`config.mk`:
```
export PLATFORM = sky130hd
export DESIGN_NAME = apq_ctrl
export DESIGN_NICKNAME = d
export VERILOG_FILES = /design/src/design/apq_pkg.sv /design/src/design/apq_ctrl.sv
export SDC_FILE = /design/constraint.sdc
export NUM_CORES = 1
export LEC_CHECK = 0
export BUFFER_PORTS_ARGS = -buffer_cell sky130_fd_sc_hd__buf_2
export CORE_AREA = 2 2 39 41
export CTS_CLUSTER_SIZE = 25
export DETAILED_ROUTE_END_ITERATION = 6
export DIE_AREA = 0 0 41 43
export PLACE_DENSITY = 0.45
export SKIP_LAST_GASP = 1
export SYNTH_ARGS = -nofsm -noshare
export SYNTH_HDL_FRONTEND = slang
export SYNTH_SLANG_ARGS = --single-unit
export TNS_END_PERCENT = 100
```
`constraint.sdc`:
```
create_clock -name clk -period 3.8 [get_ports clk]
set_clock_uncertainty 0.1 [all_clocks]
set_input_delay 1.14 -clock clk [delete_from_list [all_inputs] [get_ports clk]]
set_output_delay 1.14 -clock clk [all_outputs]
set_load 0.01 [all_outputs]
```
`src/design/apq_pkg.sv`:
```
// types, codes and constants shared by the priority queue modules
`default_nettype none

package apq_pkg;

	localparam int unsigned CAPACITY_DEF = 64;

	localparam logic [2:0] KIND_INSERT = 3'd0;
	localparam logic [2:0] KIND_POP    = 3'd1;
	localparam logic [2:0] KIND_CHANGE = 3'd2;
	localparam logic [2:0] KIND_REMOVE = 3'd3;
	localparam logic [2:0] KIND_QUERY  = 3'd4;

	localparam logic [1:0] STAT_OK       = 2'd0;
	localparam logic [1:0] STAT_EMPTY    = 2'd1;
	localparam logic [1:0] STAT_FULL     = 2'd2;
	localparam logic [1:0] STAT_INACTIVE = 2'd3;

	typedef struct packed {
		logic [2:0]         kind;
		logic [5:0]         handle;
		logic signed [31:0] new_priority;
		logic [31:0]        payload;
	} apq_item_t;

	typedef struct packed {
		logic [1:0]         status;
		logic [5:0]         out_handle;
		logic [31:0]        out_payload;
		logic               entry_active;
		logic signed [31:0] entry_priority;
		logic [6:0]         entry_count;
	} apq_result_t;

	typedef enum logic [2:0] {
		S_IDLE,
		S_INS,
		S_SCAN,
		S_LAST,
		S_HREAD,
		S_HUSE
	} apq_state_t;

	typedef enum logic [2:0] {
		OP_NONE,
		OP_INSERT,
		OP_FULL,
		OP_POP,
		OP_EMPTY,
		OP_HIT,
		OP_MISS,
		OP_NOP
	} apq_op_t;

	typedef struct packed {
		logic    load;
		logic    idx_inc;
		logic    scan_rd;
		apq_op_t op;
	} apq_cmd_t;

	typedef struct packed {
		logic slot_free;
		logic idx_last;
		logic best_any;
		logic handle_ok;
	} apq_stat_t;

endpackage

`default_nettype wire

```
`src/design/apq_ctrl.sv`:
```
// controller state machine of the priority queue
`default_nettype none

module apq_ctrl
	import apq_pkg::*;
(
	input  wire logic       clk,
	input  wire logic       arst_n,
	input  wire logic       start,
	input  wire logic [2:0] kind,
	input  wire apq_stat_t  stat,
	output logic            busy,
	output apq_cmd_t        cmd
);

	apq_state_t state_q;
	apq_state_t state_d;

	always_ff @(posedge clk or negedge arst_n) begin
		if (!arst_n) begin
			state_q <= S_IDLE;
		end else begin
			state_q <= state_d;
		end
	end

	always_comb begin
		state_d = state_q;
		case (state_q)
			S_IDLE: begin
				if (start) begin
					case (kind)
						KIND_INSERT: state_d = S_INS;
						KIND_POP: state_d = S_SCAN;
						KIND_CHANGE, KIND_REMOVE, KIND_QUERY: state_d = S_HREAD;
						default: state_d = S_IDLE;
					endcase
				end
			end
			S_INS: begin
				if (stat.slot_free || stat.idx_last) begin
					state_d = S_IDLE;
				end
			end
			S_SCAN: begin
				if (stat.idx_last) begin
					state_d = S_LAST;
				end
			end
			S_LAST: state_d = S_IDLE;
			S_HREAD: state_d = S_HUSE;
			S_HUSE: state_d = S_IDLE;
			default: state_d = S_IDLE;
		endcase
	end

	always_comb begin
		cmd = '0;
		cmd.op = OP_NONE;
		busy = (state_q != S_IDLE);
		case (state_q)
			S_IDLE: begin
				if (start) begin
					cmd.load = 1'b1;
					case (kind)
						KIND_INSERT, KIND_POP, KIND_CHANGE, KIND_REMOVE, KIND_QUERY: cmd.op = OP_NONE;
						default: cmd.op = OP_NOP;
					endcase
				end
			end
			S_INS: begin
				if (stat.slot_free) begin
					cmd.op = OP_INSERT;
				end else if (stat.idx_last) begin
					cmd.op = OP_FULL;
				end else begin
					cmd.idx_inc = 1'b1;
				end
			end
			S_SCAN: begin
				cmd.scan_rd = 1'b1;
				if (!stat.idx_last) begin
					cmd.idx_inc = 1'b1;
				end
			end
			S_LAST: cmd.op = stat.best_any ? OP_POP : OP_EMPTY;
			S_HREAD: cmd.op = OP_NONE;
			S_HUSE: cmd.op = stat.handle_ok ? OP_HIT : OP_MISS;
			default: cmd.op = OP_NONE;
		endcase
	end

endmodule

`default_nettype wire

```
==> flow_summary.ini, run 1 <==
[worst_setup_path]
crit_arrival_ns = 1.91
worst_setup_path_end_kind = output port
required_ns = 2.56
ff2ff_setup_slack_ns = 2.51
cp-start-kind = input port
reg2reg_to = state_q[0]
r2r-start = state_q[2]
reg2reg_depth = 3
critPathLaunch = kind[2]
path_max_fanout = 3
critPathKind = input port to output port

[die]
start_util = 0.231
pin_count = 17
die_area_um2 = 1760
die_h_um = 43
die_w_um = 41
core_area_um2 = 1380
rows = 14

[clock_tree]
clk_latency_ns = 0.23
h-tree-depth = 1
clock_sinks = 3
post_cts_buffers = 0
clkTransAtPathRegs_ns = 0.04
cts_tree = yes
clk_path_buf_depth = 2
cts_buffers = 3
clockRootBuffer = clkbuf_4
cts-resized-gates = 0
postCtsHoldBufs = 0

[synth]
ys_ff_latch = 3
synth_top_area_share = 0.234
synth-seq-area-share = 0.234
synth_edf_count = 0
ys_warn_count = 0
synth_top_cell_by_area = dfrtp_1
synthFlopType = dfrtp_1
syn_avg_cell_area_um2 = 7.45
syn_inst = 43
synth_area_leaders = dfrtp_1, mux2i_1, nor2_1, a21oi_1, o21ai_0
mappedNetlistArea_um2 = 320
syn_nets = 53
ys_types = 24
ys_async_sr_fraction = 1.00

[final_layout]
multiInputGateArea_um2 = 210
fillers = 161
top_regs = state_q: 3 flops
layout_common_cells = buf_2, nor2_1
final_util = 0.306
nets = 71
area_growth_pct = 32.0
largest_reg_flops = 3
layout_commonest_cell = buf_2
layout.area.seq_um2 = 75.1
antenna_cells = 0
drive_above_1_share = 0.317
top_register = state_q

[grt]
grt_max_degree = 15
grt_usage = 0.107
grt_overflow_total = 0
grt_pass1_wl_mm = 1.26
grt_pass1_vias = 297
antenna_found_initial = 0

[timing]
fin_setup_tns_ns = 0
clock.fmax_mhz = 317
whs_ns = 0.517
finalCriticalPeriod_ns = 3.15
setup_viol = 0
finalHoldViolCount = 0
slew_headroom = 0.728
worstMarginPinSlew_ns = 0.409
drv_slew = 0
period_share = 0.829
rsz0062_at_grt = false

[drt]
wl_per_cell_um = 10.3
ant_nets = 0
drc_errors = 0
drt_iter0_markers = 6
num_vias = 359
vias_per_cell = 4.72
drt_wl_total_um = 780
drtPass1Iterations = 4

[power_and_ir_drop]
vdd_ir_drop_max_mv = 0.138
powerDensity_nw_per_um2 = 618
p_leak_uw = 0.000202
finalPower_uw = 262

[run]
maxCapViolCount = 0

[min_path]
hold_start = state_q[0]
hold_class = flop to flop
whs_endpoint = state_q[1]
min_path_cells = 1

[placed_design]
io_buffers = 16
gp_congestion = 0.745
dp_hpwl_um = 587

[status]
status = finished clean
==> Yosys cell counts (2+ instances only) <==
| cell | count |
|---|---|
| nand2_1 | 3 |
| nand3_1 | 2 |
| dfrtp_1 | 3 |
| nor3b_1 | 2 |
| nor2_1 | 5 |
| inv_1 | 3 |
| o21ai_0 | 3 |
| mux2i_1 | 2 |
| a21oi_1 | 3 |
| nor3_1 | 2 |
| nand2b_1 | 2 |
==> cell type report <==
class | instances | area share
Timing Repair Buffer | 16 | 0.189
Inverter | 3 | 0.0266
Sequential cell | 3 | 0.178
Tap cell | 16 | 0.0473
Multi-Input combinational cell | 34 | 0.497
Clock buffer | 4 | 0.0621
==> metrics by stage <==
step                setup slack, ns  cell area (um2)  cells
detailed placement            0.655              397     72
global placement              0.651              397     72
finish                        0.649              423     76
CTS                           0.655              423     76
global route                  0.570              423     76
floorplan                     0.881              320     43
==> cell families (layout without fill, tap and decap cells) <==
logic type             count (synthesis)  after routing  share of synthesized area
multiplexers                           2              2                     0.0625
flip-flops                             3              3                      0.234
AND/OR/NAND/NOR                       21             21                      0.367
buffers and inverters                  6             23                      0.109
AO/OA/AOI/OAI                         11             11                      0.227
==> power by group <==
part           internal, uW  total, uW  switching [uW]
clock network          39.4       56.6            17.2
logic                  66.9        129            62.6
registers              42.9       75.5            32.6
total                   149        262             112
==> metal layers <==
| layer | global-route usage | vias up | part of all wire |
|---|---|---|---|
| met5 | 0 | - | 0 |
| met4 | 0.0400 | 0 | 0 |
| met3 | 0.0471 | 0 | 0.083 |
| met2 | 0.138 | 13 | 0.46 |
| met1 | 0.154 | 159 | 0.46 |
| li1 | - | 187 | - |
==> worst max-delay path, cell delays in order <==
cell and delay (ns):
buf_2 0.11, nand4bb_1 0.13, o32a_1 0.31, o21ai_0 0.07, buf_2 0.15
==> worst max path at each step <==
stage,depth (start not counted),slack [ns],to
2_1_floorplan,3,0.88,cmd[0]
3_3_place_gp,5,0.65,cmd[1]
3_5_place_dp,5,0.66,cmd[1]
4_1_cts,5,0.65,cmd[1]
5_1_grt,5,0.57,cmd[1]
6_report,5,0.65,cmd[1]
(Power assumes the default switching activity.)
==> inputs of run 2 (changes only) <==
PLACE_DENSITY = 0.47   (was 0.45)
clock period = 2.83 ns   (was 3.8 ns; I/O delays follow)
==> flow_summary.ini, run 2 (same netlist as run 1, synthesis figures left out) <==
[drt]
num_vias = 373
wl_per_cell_um = 10.5
drt_iter0_markers = 4
drtPass1Iterations = 2
drc_errors = 0
ant_nets = 0
drt_wl_total_um = 797
vias_per_cell = 4.91

[power_and_ir_drop]
internal_power_uw = 200
p_leak_uw = 0.000202
vdd_ir_drop_max_mv = 0.257
powerDensity_nw_per_um2 = 832
pwr-share-clk = 0.216
switchingPower_uw = 151
p_seq_frac = 0.290
p_comb_frac = 0.494
swShare = 0.431

[worst_setup_path]
worst_setup_path_end_kind = output port
required_ns = 1.88
worst-path-buf-inv = 2
ff2ff_setup_slack_ns = 1.54
critPathLaunch = kind[2]
worst-path-stages = 5
cp_slowest_stage_delay_ns = 0.31
cp_cell_sequence = buf_2 -> nand4bb_1 -> o32a_1 -> o21ai_0 -> buf_2
crit_arrival_ns = 1.62
cp-start-kind = input port
critPathTopFamily = compound AO/OA/AOI/OAI gates
r2r-start = state_q[2]
reg2reg_depth = 3
critPathKind = input port to output port
cp_slowest_cell = o32a_1
path_max_fanout = 3
setup.worst_path.end = cmd[1]
path_common_cell = buf_2
reg2reg_to = state_q[0]

[clock_tree]
cts_tree = yes
clock_sinks = 3
clkTransAtPathRegs_ns = 0.04
clockRootBuffer = clkbuf_4
clk_latency_ns = 0.23
clk_path_buf_depth = 2
post_cts_buffers = 0
cts_buffers = 3
postCtsHoldBufs = 0
h-tree-depth = 1
cts-resized-gates = 0

[timing]
finalHoldViolCount = 0
setup_viol = 0
fin_setup_tns_ns = 0
finalCriticalPeriod_ns = 2.57
period_share = 0.908
drv_slew = 0
worstMarginPinSlew_ns = 0.422
clock.fmax_mhz = 389
rsz0062_at_grt = false
slew_headroom = 0.719

[final_layout]
layout_common_cells = buf_2, nor2_1
antenna_cells = 0
nets = 71
layout_commonest_cell = buf_2
area_growth_pct = 32.0
largest_reg_flops = 3
fillers = 155
finalNonFillerCells = 76
top_register = state_q
top_regs = state_q: 3 flops
drive_above_1_share = 0.317

[run]
maxCapViolCount = 0

[grt]
grt_max_degree = 15
grt_overflow_total = 0
antenna_found_initial = 0
grt_pass1_vias = 294
grt_usage = 0.0934
grt_pass1_wl_mm = 1.14

[status]
status = finished clean

[placed_design]
dp_hpwl_um = 587
gp_congestion = 0.716
dp_cells = 72
io_buffers = 16

[die]
start_util = 0.231
rows = 14
pin_count = 17
core_area_um2 = 1380
die_area_um2 = 1760
die_w_um = 41
die_h_um = 43

[min_path]
hold_class = input port to asynchronous set/reset pin
run 2: power by group through the flow:
stage	sequential (uW)	combinational (uW)	clock, uW
global placement	103	178	0
floorplan	66.1	169	0
detailed placement	102	176	0
global route	107	195	85.8
finish	102	174	75.8
CTS	102	177	78.8
run 2: per-layer routing:
| metal | GRT usage | wire length, um |
|---|---|---|
| met3 | 0.0471 | 59 |
| met1 | 0.116 | 374 |
| met5 | 0 | 0 |
| met4 | 0.0200 | 0 |
| met2 | 0.141 | 363 |
run 2: worst min-delay path by stage:
stage | start | to | slack [ns] | depth (start not counted)
3_3_place_gp | state_q[0] | state_q[1] | 0.51 | 1
3_5_place_dp | state_q[0] | state_q[1] | 0.52 | 1
2_1_floorplan | state_q[0] | state_q[1] | 0.42 | 2
6_report | arst_n | state_q[2] | 0.30 | 1
5_1_grt | arst_n | state_q[2] | 0.29 | 1
4_1_cts | arst_n | state_q[2] | 0.30 | 1
run 2: final cells by class:
class,instances,area (um2),area share
inverters,3,11.3,0.0266
multi-input cells,34,210,0.497
flip-flops and latches,3,75.1,0.178
repair buffers,16,80.1,0.189
well taps,16,20.0,0.0473
clock buffers,4,26.3,0.0621
run 2: per-stage QoR:
step | setup slack [ns] | area, um2 | power, uW | hold WS [ns] | util
final | 0.261 | 423 | 352 | 0.300 | 0.306
after global routing | 0.192 | 423 | 388 | 0.288 | 0.306
after CTS | 0.254 | 423 | 358 | 0.297 | 0.306
after detailed placement | 0.258 | 397 | 278 | 0.521 | 0.287
after global placement | 0.254 | 397 | 280 | 0.512 | 0.287
after floorplan | 0.493 | 320 | 235 | 0.416 | -
==> inputs of run 3 (changes only) <==
REMOVE_ABC_BUFFERS = 1   (was default)
==> flow_summary.ini, run 3 (same netlist as run 1, synthesis figures left out) <==
[clock_tree]
clkTransAtPathRegs_ns = 0.04
cts_tree = yes
h-tree-depth = 1
cts_buffers = 3
clock_sinks = 3
postCtsHoldBufs = 0
clk_latency_ns = 0.23
post_cts_buffers = 0
clockRootBuffer = clkbuf_4
cts-resized-gates = 0
clk_path_buf_depth = 2

[status]
status = finished clean

[die]
start_util = 0.231
core_area_um2 = 1380
die_w_um = 41
rows = 14
die_h_um = 43
pin_count = 17
die_area_um2 = 1760

[placed_design]
io_buffers = 16
dp_cells = 72
dp_hpwl_um = 616
gp_congestion = 0.674
dp_slack_ns = 0.244

[drt]
drtPass1Iterations = 4
drt_wl_total_um = 826
ant_nets = 0
num_vias = 369
wl_per_cell_um = 10.9
drc_errors = 0
vias_per_cell = 4.86
drt_iter0_markers = 2

[final_layout]
finalNonFillerCells = 76
layout_commonest_cell = buf_2
top_register = state_q
layout_common_cells = buf_2, nor2_1
antenna_cells = 0
nets = 71
drive_above_1_share = 0.317
top_regs = state_q: 3 flops
largest_reg_flops = 3
area_growth_pct = 32.0

[worst_setup_path]
path_common_cell = buf_2
crit_arrival_ns = 1.65
reg2reg_depth = 3
critPathKind = input port to output port
path_max_fanout = 3
worst_setup_path_end_kind = output port
cp_slowest_cell = o32a_1
cp_cell_sequence = buf_2 -> nand4bb_1 -> o32a_1 -> o21ai_0 -> buf_2
cp-start-kind = input port
required_ns = 1.88
cp_slowest_stage_delay_ns = 0.31

[timing]
rsz0062_at_grt = false
clock.fmax_mhz = 385
worstMarginPinSlew_ns = 0.426
finalCriticalPeriod_ns = 2.60
setup_viol = 0
fin_setup_tns_ns = 0
slew_headroom = 0.716
period_share = 0.917
finalHoldViolCount = 0
drv_slew = 0
setup_slack_ns = 0.234

[grt]
antenna_found_initial = 0
grt_usage = 0.106
grt_pass1_vias = 310
grt_max_degree = 15
grt_pass1_wl_mm = 1.25
grt_overflow_total = 0

[power_and_ir_drop]
powerDensity_nw_per_um2 = 838
p_leak_uw = 0.000202
vdd_ir_drop_max_mv = 0.237

[min_path]
hold_class = input port to asynchronous set/reset pin

[run]
maxCapViolCount = 0
==> run 3: worst paths after layout <==
check	slack, ns	from	to
max in group asynchronous	2.22	arst_n	state_q[1]
min reg2reg	0.51	state_q[0]	state_q[1]
min in group clk	0.51	state_q[0]	state_q[1]
max	0.23	kind[2]	cmd[1]
min	0.30	arst_n	state_q[2]
max reg2reg	1.53	state_q[2]	state_q[0]
==> run 3: area by class of cell <==
cell class                 count  area, um2
fill                         153        961
multi-input combinational     34        210
tap                           16       20.0
timing repair buffer          16       80.1
sequential                     3       75.1
inverter                       3       11.3
clock buffer                   4       26.3
==> run 3: power breakdown <==
part           internal, uW  switching, uW  total, uW
clock network          52.9           22.8       75.7
logic                  89.9           86.7        177
registers              57.5           44.6        102
total                   200            154        354
==> run 3: critical path: cells and delay by family <==
kind,cells,cell delay [ns]
compound gates,2,0.39
buf+inv,2,0.27
simple gates,1,0.13
==> run 3: metrics by stage <==
stage                util  power, uW  hold WS [ns]  cell area (um2)
floorplan               -        210         0.426              297
global placement    0.287        280         0.520              397
detailed placement  0.287        280         0.508              397
CTS                 0.306        359         0.297              423
global route        0.306        395         0.286              423
finish              0.306        354         0.302              423
==> run 3: routing by layer <==
metal	track usage	share of wire
met2	0.147	0.43
met1	0.141	0.49
met4	0.0200	0
met3	0.0628	0.080
met5	0	0
